<file path="config.mk">
export PLATFORM = sky130hd
export DESIGN_NAME = intel_hex_record_loader
export DESIGN_NICKNAME = d
export VERILOG_FILES = /design/src/design/ihrl_pkg.sv /design/src/design/intel_hex_record_loader.sv /design/src/design/ihrl_front.sv /design/src/design/ihrl_queue.sv /design/src/design/ihrl_back.sv
export SDC_FILE = /design/constraint.sdc
export NUM_CORES = 1
export LEC_CHECK = 0
export CAP_MARGIN = 10
export CORE_MARGIN = 5
export CORE_UTILIZATION = 57
export CTS_CLUSTER_DIAMETER = 30
export DETAILED_ROUTE_END_ITERATION = 16
export DONT_BUFFER_PORTS = 1
export PLACE_DENSITY = 0.85
export SETUP_SLACK_MARGIN = 0.05
export SLEW_MARGIN = 20
export SYNTH_ARGS = -nofsm -noshare
export SYNTH_HDL_FRONTEND = slang
export SYNTH_SLANG_ARGS = --single-unit
export TNS_END_PERCENT = 20
</file>
<file path="constraint.sdc">
create_clock -name i_clk -period 4.9 [get_ports i_clk]
set_input_delay 0.245 -clock i_clk [delete_from_list [all_inputs] [get_ports i_clk]]
set_output_delay 0.245 -clock i_clk [all_outputs]
set_load 0.02 [all_outputs]
</file>
<file path="src/design/ihrl_pkg.sv">
// Shared types and constants for the Intel HEX record loader.
package ihrl_pkg;

    localparam int BYTE_W = 8;
    localparam int ADDR_W = 16;
    localparam int KIND_W = 3;

    localparam logic [BYTE_W-1:0] CH_COLON = 8'h3A;
    localparam logic [BYTE_W-1:0] CH_ZERO  = 8'h30;
    localparam logic [BYTE_W-1:0] CH_NINE  = 8'h39;
    localparam logic [BYTE_W-1:0] CH_UA    = 8'h41;
    localparam logic [BYTE_W-1:0] CH_UF    = 8'h46;
    localparam logic [BYTE_W-1:0] CH_LA    = 8'h61;
    localparam logic [BYTE_W-1:0] HEX_TEN  = 8'd10;

    localparam logic [BYTE_W-1:0] REC_DATA = 8'h00;
    localparam logic [BYTE_W-1:0] REC_EOF  = 8'h01;

    typedef enum logic [KIND_W-1:0] {
        KIND_WRITE    = 3'd0,
        KIND_EOF      = 3'd1,
        KIND_LEN_ERR  = 3'd2,
        KIND_CSUM_ERR = 3'd3,
        KIND_TYPE_ERR = 3'd4
    } t_kind;

    typedef enum logic [1:0] {
        PH_WAIT   = 2'd0,
        PH_HEADER = 2'd1,
        PH_DATA   = 2'd2,
        PH_CSUM   = 2'd3
    } t_phase;

    typedef enum logic [1:0] {
        HB_LENGTH = 2'd0,
        HB_ADDR_H = 2'd1,
        HB_ADDR_L = 2'd2,
        HB_TYPE   = 2'd3
    } t_hdr_byte;

    // one queued job for the emitter
    typedef struct packed {
        t_kind               kind;
        logic [ADDR_W-1:0]   addr;
        logic [BYTE_W-1:0]   len;
    } t_cmd;

    // record buffer write from the parser
    typedef struct packed {
        logic                we;
        logic [BYTE_W-1:0]   idx;
        logic [BYTE_W-1:0]   data;
    } t_buf_wr;

endpackage

</file>
<file path="src/design/intel_hex_record_loader.sv">
// Intel HEX record loader top level: parser, job queue and write emitter.
//
// Input channel: one ASCII character per beat (i_in_valid / o_in_stall).
// Output channel: one result per beat (o_out_valid / i_out_stall): a memory
// write, end of file, or a length, checksum or type error. last marks the
// final result caused by one character.
// Throughput: one character per cycle. While a record's writes are still
// being emitted, data characters of the next record are held off; one
// write leaves per cycle while the receiver does not stall. The parser
// also holds when the two-entry job queue is full.
// A single result passes the queue, read stage and output register after
// its character; the first write of a record passes the queue, burst
// start, buffer read and output register after the checksum character.
// Reset (synchronous, active low) returns the parser to waiting for a colon
// and empties the queue and output register; the record buffer is not
// cleared, each entry is written before it is read.
// When the receiver stalls, the output register holds its beat, the read
// stage and queue fill, and then o_in_stall rises.
module intel_hex_record_loader #(
    parameter int MAX_RECORD_BYTES = 32
) (
    input  logic                        i_clk,
    input  logic                        i_rst_n,
    input  logic                        i_in_valid,
    output logic                        o_in_stall,
    input  logic [ihrl_pkg::BYTE_W-1:0] i_char_in,
    output logic                        o_out_valid,
    input  logic                        i_out_stall,
    output logic [ihrl_pkg::KIND_W-1:0] o_kind,
    output logic [ihrl_pkg::ADDR_W-1:0] o_write_address,
    output logic [ihrl_pkg::BYTE_W-1:0] o_write_data,
    output logic                        o_last
);

    logic              push, pop, q_empty, q_full, back_busy;
    ihrl_pkg::t_cmd    cmd, head;
    ihrl_pkg::t_buf_wr buf_wr;

    ihrl_front #(
        .MAX_RECORD_BYTES(MAX_RECORD_BYTES)
    ) u_front (
        .i_clk       (i_clk),
        .i_rst_n     (i_rst_n),
        .i_in_valid  (i_in_valid),
        .o_in_stall  (o_in_stall),
        .i_char_in   (i_char_in),
        .i_q_full    (q_full),
        .i_back_busy (back_busy || !q_empty),
        .o_push      (push),
        .o_cmd       (cmd),
        .o_buf_wr    (buf_wr)
    );

    ihrl_queue u_queue (
        .i_clk   (i_clk),
        .i_rst_n (i_rst_n),
        .i_push  (push),
        .i_cmd   (cmd),
        .i_pop   (pop),
        .o_head  (head),
        .o_empty (q_empty),
        .o_full  (q_full)
    );

    ihrl_back #(
        .MAX_RECORD_BYTES(MAX_RECORD_BYTES)
    ) u_back (
        .i_clk           (i_clk),
        .i_rst_n         (i_rst_n),
        .i_buf_wr        (buf_wr),
        .i_head          (head),
        .i_q_empty       (q_empty),
        .o_pop           (pop),
        .o_busy          (back_busy),
        .o_out_valid     (o_out_valid),
        .i_out_stall     (i_out_stall),
        .o_kind          (o_kind),
        .o_write_address (o_write_address),
        .o_write_data    (o_write_data),
        .o_last          (o_last)
    );

endmodule

</file>
<file path="src/design/ihrl_front.sv">
// Character parser: decodes hex pairs, checks records, queues jobs.
module ihrl_front #(
    parameter int MAX_RECORD_BYTES = 32
) (
    input  logic                      i_clk,
    input  logic                      i_rst_n,
    input  logic                      i_in_valid,
    output logic                      o_in_stall,
    input  logic [ihrl_pkg::BYTE_W-1:0] i_char_in,
    input  logic                      i_q_full,
    input  logic                      i_back_busy,
    output logic                      o_push,
    output ihrl_pkg::t_cmd            o_cmd,
    output ihrl_pkg::t_buf_wr         o_buf_wr
);

    localparam logic [ihrl_pkg::BYTE_W-1:0] MAX_B = ihrl_pkg::BYTE_W'(MAX_RECORD_BYTES);

    ihrl_pkg::t_phase                r_phase, n_phase;
    logic [3:0]                      r_hi, n_hi;
    logic                            r_have, n_have;
    logic [1:0]                      r_hidx, n_hidx;
    logic [ihrl_pkg::BYTE_W-1:0]     r_len, n_len;
    logic [ihrl_pkg::ADDR_W-1:0]     r_addr, n_addr;
    logic [ihrl_pkg::BYTE_W-1:0]     r_cnt, n_cnt;
    logic [ihrl_pkg::BYTE_W-1:0]     r_sum, n_sum;

    logic                            accept;
    logic [3:0]                      nib;
    logic [ihrl_pkg::BYTE_W-1:0]     byte_v;
    logic [ihrl_pkg::BYTE_W-1:0]     sum_v;
    logic [ihrl_pkg::BYTE_W-1:0]     cnt_inc;

    function automatic logic [3:0] hex_value(input logic [ihrl_pkg::BYTE_W-1:0] c);
        logic [ihrl_pkg::BYTE_W-1:0] t;
        t = 8'h00;
        if (c >= ihrl_pkg::CH_ZERO && c <= ihrl_pkg::CH_NINE) begin
            t = c - ihrl_pkg::CH_ZERO;
        end else if (c >= ihrl_pkg::CH_UA && c <= ihrl_pkg::CH_UF) begin
            t = c - ihrl_pkg::CH_UA + ihrl_pkg::HEX_TEN;
        end else begin
            t = c - ihrl_pkg::CH_LA + ihrl_pkg::HEX_TEN;
        end
        return t[3:0];
    endfunction

    assign o_in_stall = i_q_full || (r_phase == ihrl_pkg::PH_DATA && i_back_busy);
    assign accept     = i_in_valid && !o_in_stall;
    assign nib        = hex_value(i_char_in);
    assign byte_v     = {r_hi, nib};
    assign sum_v      = r_sum + byte_v;
    assign cnt_inc    = r_cnt + 8'd1;

    always_comb begin
        n_phase = r_phase;
        n_hi    = r_hi;
        n_have  = r_have;
        n_hidx  = r_hidx;
        n_len   = r_len;
        n_addr  = r_addr;
        n_cnt   = r_cnt;
        n_sum   = r_sum;
        o_push  = 1'b0;
        o_cmd   = '{kind: ihrl_pkg::KIND_WRITE, addr: r_addr, len: r_len};
        o_buf_wr = '{we: 1'b0, idx: r_cnt, data: byte_v};

        if (accept) begin
            if (r_phase == ihrl_pkg::PH_WAIT) begin
                if (i_char_in == ihrl_pkg::CH_COLON) begin
                    n_phase = ihrl_pkg::PH_HEADER;
                    n_have  = 1'b0;
                    n_hi    = 4'd0;
                    n_hidx  = 2'd0;
                    n_cnt   = '0;
                    n_sum   = '0;
                end
            end else if (!r_have) begin
                n_hi   = nib;
                n_have = 1'b1;
            end else begin
                n_have = 1'b0;
                n_sum  = sum_v;
                case (r_phase)
                    ihrl_pkg::PH_HEADER: begin
                        case (ihrl_pkg::t_hdr_byte'(r_hidx))
                            ihrl_pkg::HB_LENGTH: begin
                                n_len  = byte_v;
                                n_hidx = r_hidx + 2'd1;
                            end
                            ihrl_pkg::HB_ADDR_H: begin
                                n_addr = {byte_v, r_addr[7:0]};
                                n_hidx = r_hidx + 2'd1;
                            end
                            ihrl_pkg::HB_ADDR_L: begin
                                n_addr = {r_addr[15:8], byte_v};
                                n_hidx = r_hidx + 2'd1;
                            end
                            default: begin
                                if (byte_v == ihrl_pkg::REC_DATA) begin
                                    if (r_len > MAX_B) begin
                                        o_push     = 1'b1;
                                        o_cmd.kind = ihrl_pkg::KIND_LEN_ERR;
                                        n_phase    = ihrl_pkg::PH_WAIT;
                                    end else begin
                                        n_cnt   = '0;
                                        n_phase = (r_len == '0) ? ihrl_pkg::PH_CSUM
                                                                : ihrl_pkg::PH_DATA;
                                    end
                                end else if (byte_v == ihrl_pkg::REC_EOF) begin
                                    o_push     = 1'b1;
                                    o_cmd.kind = ihrl_pkg::KIND_EOF;
                                    n_phase    = ihrl_pkg::PH_WAIT;
                                end else begin
                                    o_push     = 1'b1;
                                    o_cmd.kind = ihrl_pkg::KIND_TYPE_ERR;
                                    n_phase    = ihrl_pkg::PH_WAIT;
                                end
                            end
                        endcase
                    end
                    ihrl_pkg::PH_DATA: begin
                        o_buf_wr.we = (r_cnt < MAX_B);
                        n_cnt       = cnt_inc;
                        if (cnt_inc >= r_len || cnt_inc >= MAX_B) begin
                            n_phase = ihrl_pkg::PH_CSUM;
                        end
                    end
                    default: begin
                        n_phase = ihrl_pkg::PH_WAIT;
                        if (sum_v != '0) begin
                            o_push     = 1'b1;
                            o_cmd.kind = ihrl_pkg::KIND_CSUM_ERR;
                        end else if (r_len != '0) begin
                            o_push     = 1'b1;
                            o_cmd.kind = ihrl_pkg::KIND_WRITE;
                        end
                    end
                endcase
            end
        end
    end

    always_ff @(posedge i_clk) begin
        if (!i_rst_n) begin
            r_phase <= ihrl_pkg::PH_WAIT;
            r_hi    <= '0;
            r_have  <= 1'b0;
            r_hidx  <= '0;
            r_len   <= '0;
            r_addr  <= '0;
            r_cnt   <= '0;
            r_sum   <= '0;
        end else begin
            r_phase <= n_phase;
            r_hi    <= n_hi;
            r_have  <= n_have;
            r_hidx  <= n_hidx;
            r_len   <= n_len;
            r_addr  <= n_addr;
            r_cnt   <= n_cnt;
            r_sum   <= n_sum;
        end
    end

endmodule

</file>
<file path="src/design/ihrl_queue.sv">
// Two-entry job queue between parser and emitter.
module ihrl_queue (
    input  logic           i_clk,
    input  logic           i_rst_n,
    input  logic           i_push,
    input  ihrl_pkg::t_cmd i_cmd,
    input  logic           i_pop,
    output ihrl_pkg::t_cmd o_head,
    output logic           o_empty,
    output logic           o_full
);

    ihrl_pkg::t_cmd r_mem [2];
    logic           r_wp, r_rp;
    logic [1:0]     r_cnt;
    logic           do_push, do_pop;

    assign o_empty = (r_cnt == 2'd0);
    assign o_full  = (r_cnt == 2'd2);
    assign o_head  = r_mem[r_rp];
    assign do_push = i_push && !o_full;
    assign do_pop  = i_pop && !o_empty;

    always_ff @(posedge i_clk) begin
        if (do_push) begin
            r_mem[r_wp] <= i_cmd;
        end
    end

    always_ff @(posedge i_clk) begin
        if (!i_rst_n) begin
            r_wp  <= 1'b0;
            r_rp  <= 1'b0;
            r_cnt <= 2'd0;
        end else begin
            if (do_push) begin
                r_wp <= ~r_wp;
            end
            if (do_pop) begin
                r_rp <= ~r_rp;
            end
            r_cnt <= r_cnt + {1'b0, do_push} - {1'b0, do_pop};
        end
    end

endmodule

</file>
<file path="src/design/ihrl_back.sv">
// Emitter: holds the record buffer and plays queued jobs out as result beats.
module ihrl_back #(
    parameter int MAX_RECORD_BYTES = 32
) (
    input  logic                        i_clk,
    input  logic                        i_rst_n,
    input  ihrl_pkg::t_buf_wr           i_buf_wr,
    input  ihrl_pkg::t_cmd              i_head,
    input  logic                        i_q_empty,
    output logic                        o_pop,
    output logic                        o_busy,
    output logic                        o_out_valid,
    input  logic                        i_out_stall,
    output logic [ihrl_pkg::KIND_W-1:0] o_kind,
    output logic [ihrl_pkg::ADDR_W-1:0] o_write_address,
    output logic [ihrl_pkg::BYTE_W-1:0] o_write_data,
    output logic                        o_last
);

    localparam int IDX_W = (MAX_RECORD_BYTES > 1) ? $clog2(MAX_RECORD_BYTES) : 1;

    logic [ihrl_pkg::BYTE_W-1:0] r_buf [MAX_RECORD_BYTES];

    // burst sequencer
    logic                        r_busy;
    logic [ihrl_pkg::BYTE_W-1:0] r_k, r_len;
    logic [ihrl_pkg::ADDR_W-1:0] r_base;

    // read stage
    logic                        r_s1v;
    ihrl_pkg::t_kind             r_s1kind;
    logic [ihrl_pkg::ADDR_W-1:0] r_s1addr;
    logic                        r_s1last;
    logic [ihrl_pkg::BYTE_W-1:0] r_s1data;

    // output register
    logic                        r_ov;
    ihrl_pkg::t_kind             r_okind;
    logic [ihrl_pkg::ADDR_W-1:0] r_oaddr;
    logic [ihrl_pkg::BYTE_W-1:0] r_odata;
    logic                        r_olast;

    logic out_free, s1_free, issue_burst, issue_single, start, burst_last;

    assign out_free     = !r_ov || !i_out_stall;
    assign s1_free      = !r_s1v || out_free;
    assign issue_burst  = r_busy && s1_free;
    assign issue_single = !r_busy && !i_q_empty && s1_free &&
                          (i_head.kind != ihrl_pkg::KIND_WRITE);
    assign start        = !r_busy && !i_q_empty && (i_head.kind == ihrl_pkg::KIND_WRITE);
    assign burst_last   = (r_k == r_len - 8'd1);
    assign o_pop        = issue_single || start;
    assign o_busy       = r_busy;

    always_ff @(posedge i_clk) begin
        if (i_buf_wr.we) begin
            r_buf[i_buf_wr.idx[IDX_W-1:0]] <= i_buf_wr.data;
        end
        if (issue_burst) begin
            r_s1data <= r_buf[r_k[IDX_W-1:0]];
        end
    end

    always_ff @(posedge i_clk) begin
        if (start) begin
            r_base <= i_head.addr;
            r_len  <= i_head.len;
        end
        if (s1_free) begin
            if (issue_burst) begin
                r_s1kind <= ihrl_pkg::KIND_WRITE;
                r_s1addr <= r_base + ihrl_pkg::ADDR_W'(r_k);
                r_s1last <= burst_last;
            end else begin
                r_s1kind <= i_head.kind;
                r_s1addr <= '0;
                r_s1last <= 1'b1;
            end
        end
        if (out_free) begin
            r_okind <= r_s1kind;
            r_oaddr <= r_s1addr;
            r_odata <= (r_s1kind == ihrl_pkg::KIND_WRITE) ? r_s1data : '0;
            r_olast <= r_s1last;
        end
    end

    always_ff @(posedge i_clk) begin
        if (!i_rst_n) begin
            r_busy <= 1'b0;
            r_k    <= '0;
            r_s1v  <= 1'b0;
            r_ov   <= 1'b0;
        end else begin
            if (start) begin
                r_busy <= 1'b1;
                r_k    <= '0;
            end else if (issue_burst) begin
                r_k <= r_k + 8'd1;
                if (burst_last) begin
                    r_busy <= 1'b0;
                end
            end
            if (s1_free) begin
                r_s1v <= issue_burst || issue_single;
            end
            if (out_free) begin
                r_ov <= r_s1v;
            end
        end
    end

    assign o_out_valid     = r_ov;
    assign o_kind          = r_okind;
    assign o_write_address = r_oaddr;
    assign o_write_data    = r_odata;
    assign o_last          = r_olast;

endmodule

</file>
==> qor.yml <==
routing:
  drc_errors: 0
  routed_wl_mm: 43.39
  first_iter_violations: 1562
  avgViaCountPerCell: 6.277
  post_drt_wl_per_cell_um: 25.14
  vias: 10830
  ant_nets: 0
  firstDrtPassIters: 5
power_and_ir_drop:
  comb_power_share: 0.116
  p_switching_w: 0.003023
  power.internal_w: 0.008282
  powerDensity_mw_per_mm2: 516.3
  vdd_ir_drop_max_uv: 310.5
  p_clk_frac: 0.448
  swShare: 0.2674
  power_frac_seq: 0.436
  p_leak_nw: 7.607
clock_tree:
  htreeDepth: 3
  cts.sinks: 455
  cts_tree: "done"
  cts_resized: 0
  cts_buffer_depth: 3
  clk_latency_ns: 0.57
  path_clk_slew_ns: 0.06
  postCtsSetupBuffers: 0
  cts_buffers: 73
  cts-root-buf: "clkbuf_16"
place:
  place.gp.congestion: 0.8489
  place_ws_ns: 0.6682
  dp.final_hpwl_mm: 23.58
  place_area_mm2: 0.01938
  numPortBuffers: 0
synth:
  synth_enable_flop_cells: 390
  yosys.area.top_type: "edfxtp_1"
  synth.top_cell.area_share: 0.6221
  ys_seq_elements: 455
  synthTopCellsByArea: "edfxtp_1 62%, mux4_2 9.6%, dfxtp_1 6.9%"
  synthDistinctLibCells: 66
  yosys_warnings: 0
  synthCells: 1170
  netlist_area_mm2: 0.01883
  syn_nets: 1230
  avgSynthCellArea_um2: 16.09
  ys.flop_type: "edfxtp_1"
  async_flop_share: 0
  yosysSeqAreaShare: 0.6912
worst_setup_path:
  startpoint_type: "register"
  worstSetupPathType: "register to register"
  worstPathArrival_ns: 4.05
  regToRegSetupSlack_ns: 1.03
  endpoint_kind: "register"
  required_ns: 5.08
  path_max_fanout: 8
finish:
  finalNetCount: 1285
  drive_gt1_frac: 0.2126
  final.fill_count: 1898
  finish.utilization: 0.6729
  syn_to_final_growth_pct: 16.30
  n_antenna_cell: 0
  stdcell_area_mm2: 0.02189
grt:
  grt_max_degree: 42
  antenna_found_initial: 0
  grt-ovfl-total: 0
  gr-usage-all-layers: 0.2398
  grt_pass1_wl_mm: 66.17
  grt_pass1_vias: 11000
worst_hold_path:
  hp-class: "input pin to register"
sta:
  drv_slew: 0
  worst_slack_ns: 1.030
  setup_tns_ns: 0
  finalClockSkew_ns: 0.01837
  max_slew_margin: 0.3234
  setup_viol: 0
  worstMarginPinSlew_ns: 1.015
  finalCritPeriodShare: 0.7898
  hold_viol: 0
  timing.fmax_mhz: 258.4
  period_needed_ns: 3.870
  grt_setup_unrepaired: "false"
floorplanning:
  die_w_um: 191.7
  core.rowCount: 66
  ios: 42
  die_area_mm2: 0.03676
  start_util: 0.5786
  die-height_um: 191.7
  coreArea_mm2: 0.03254
flow_run:
  maxCapViolCount: 0
run_status:
  status: "completed"
kinds of logic after synthesis:
kind of cell             Yosys count  share of synthesized area
XOR/XNOR                          47                    0.02260
buffers and inverters             85                    0.01755
flip-flops                       455                     0.6912
AO/OA/AOI/OAI                    114                    0.03968
adder cells (fa/ha/maj)           48                    0.03270
AND/OR/NAND/NOR                  297                    0.07510
multiplexers                     124                     0.1212
layout make-up:
type,instances,area (um^2),area share
multi-input cells,630,5497,0.2510
inverters,40,150.1,0.006858
clock buffers,80,1874,0.08561
clock inverters,54,589.3,0.02692
well taps,442,553.0,0.02526
repair buffers,25,210.2,0.009601
flip-flops and latches,455,13020,0.5947
stage by stage:
step,power (W),std cells,hold slack (ns)
floorplan,0.005875,1170,0.3866
global placement,0.006156,1588,0.3722
detailed placement,0.006232,1588,0.3728
CTS,0.01132,1726,0.02346
global route,0.01167,1726,0.04191
finish,0.01131,1726,0.03784
synthesized netlist by cell type, drive strengths merged (8+ instances only):
cell,instances
edfxtp,390
dfxtp,65
or3,9
mux4,80
nor3,14
clkbuf,32
ha,46
mux2,32
nand3,29
a21oi,38
and3,9
a211oi,9
inv,40
and2,17
a22oi,10
a21o,8
o21ai,21
nand2,62
xor2,28
xnor2,18
nor2b,9
nand2b,12
nor2,107
buf,13
mux2i,12
final timing paths:
check | start | endpoint | cells after the start
min | i_rst_n | u_back.r_k[0] | 2
max reg2reg | u_front.r_phase[0] | u_back.r_buf[13][0] | 8
min reg2reg | u_back.r_s1addr[15] | u_back.o_write_address[15] | 0
max | u_front.r_phase[0] | u_back.r_buf[13][0] | 8
critical path, stage by stage, from the launching register on:
cell	delay (ns)
dfxtp_1	0.37
inv_1	0.08
ha_1	0.29
o21ai_1	0.18
nand3_1	0.28
or2_1	0.39
nor4_1	0.59
nand2_1	0.48
nor2_1	0.83
cells in the final DEF (no fill, tap or decap), types with 32 or more instances in the layout:
| master | synthesis | final |
|---|---|---|
| mux2_2 | 32 | 32 |
| nor2_1 | 107 | 107 |
| a21oi_1 | 37 | 37 |
| inv_1 | 37 | 37 |
| nand2_1 | 62 | 61 |
| dfxtp_1 | 65 | 62 |
| clkbuf_16 | 0 | 74 |
| ha_1 | 46 | 46 |
| edfxtp_1 | 390 | 390 |
| mux4_2 | 80 | 80 |
state kept, by name, summed over array words and instances (netlist names), 2 cells and up, named ones only:
signal                  flops
u_back.r_base              16
u_front.r_addr             16
u_back.r_buf              256
u_back.r_s1data             8
u_back.r_s1kind             3
u_front.r_hidx              2
u_back.r_k                  8
u_front.r_hi                4
u_front.r_sum               8
u_back.r_len                8
u_back.r_s1addr            16
u_back.o_write_address     16
u_front.r_len               8
u_queue.r_mem              54
u_queue.r_cnt               2
u_back.o_write_data         8
u_front.r_phase             2
u_back.o_kind               3
u_front.r_cnt               8
per-layer routing:
metal	global-route usage	vias up	wire [um]
met3	0.05616	153	3884
met4	0.09669	0	1854
met2	0.3985	723	21590
met5	0	-	0
li1	-	4625	-
met1	0.3083	5333	16060
power groups by stage:
stage	sequential, W	combinational, W	clock [W]
final	0.00493	0.00132	0.00506
after CTS	0.00493	0.00130	0.00509
after global placement	0.00498	0.00118	0
after global routing	0.00496	0.00141	0.00531
after floorplan	0.00489	0.000985	0
after detailed placement	0.00500	0.00123	0
what timing repair did:
item / CTS / global route
endpoints found under the setup margin: 0 / 0
endpoints found under the hold margin: 19 / 0
hold buffers: 4 / 0
Note: power is estimated with default switching activity, not from simulation.
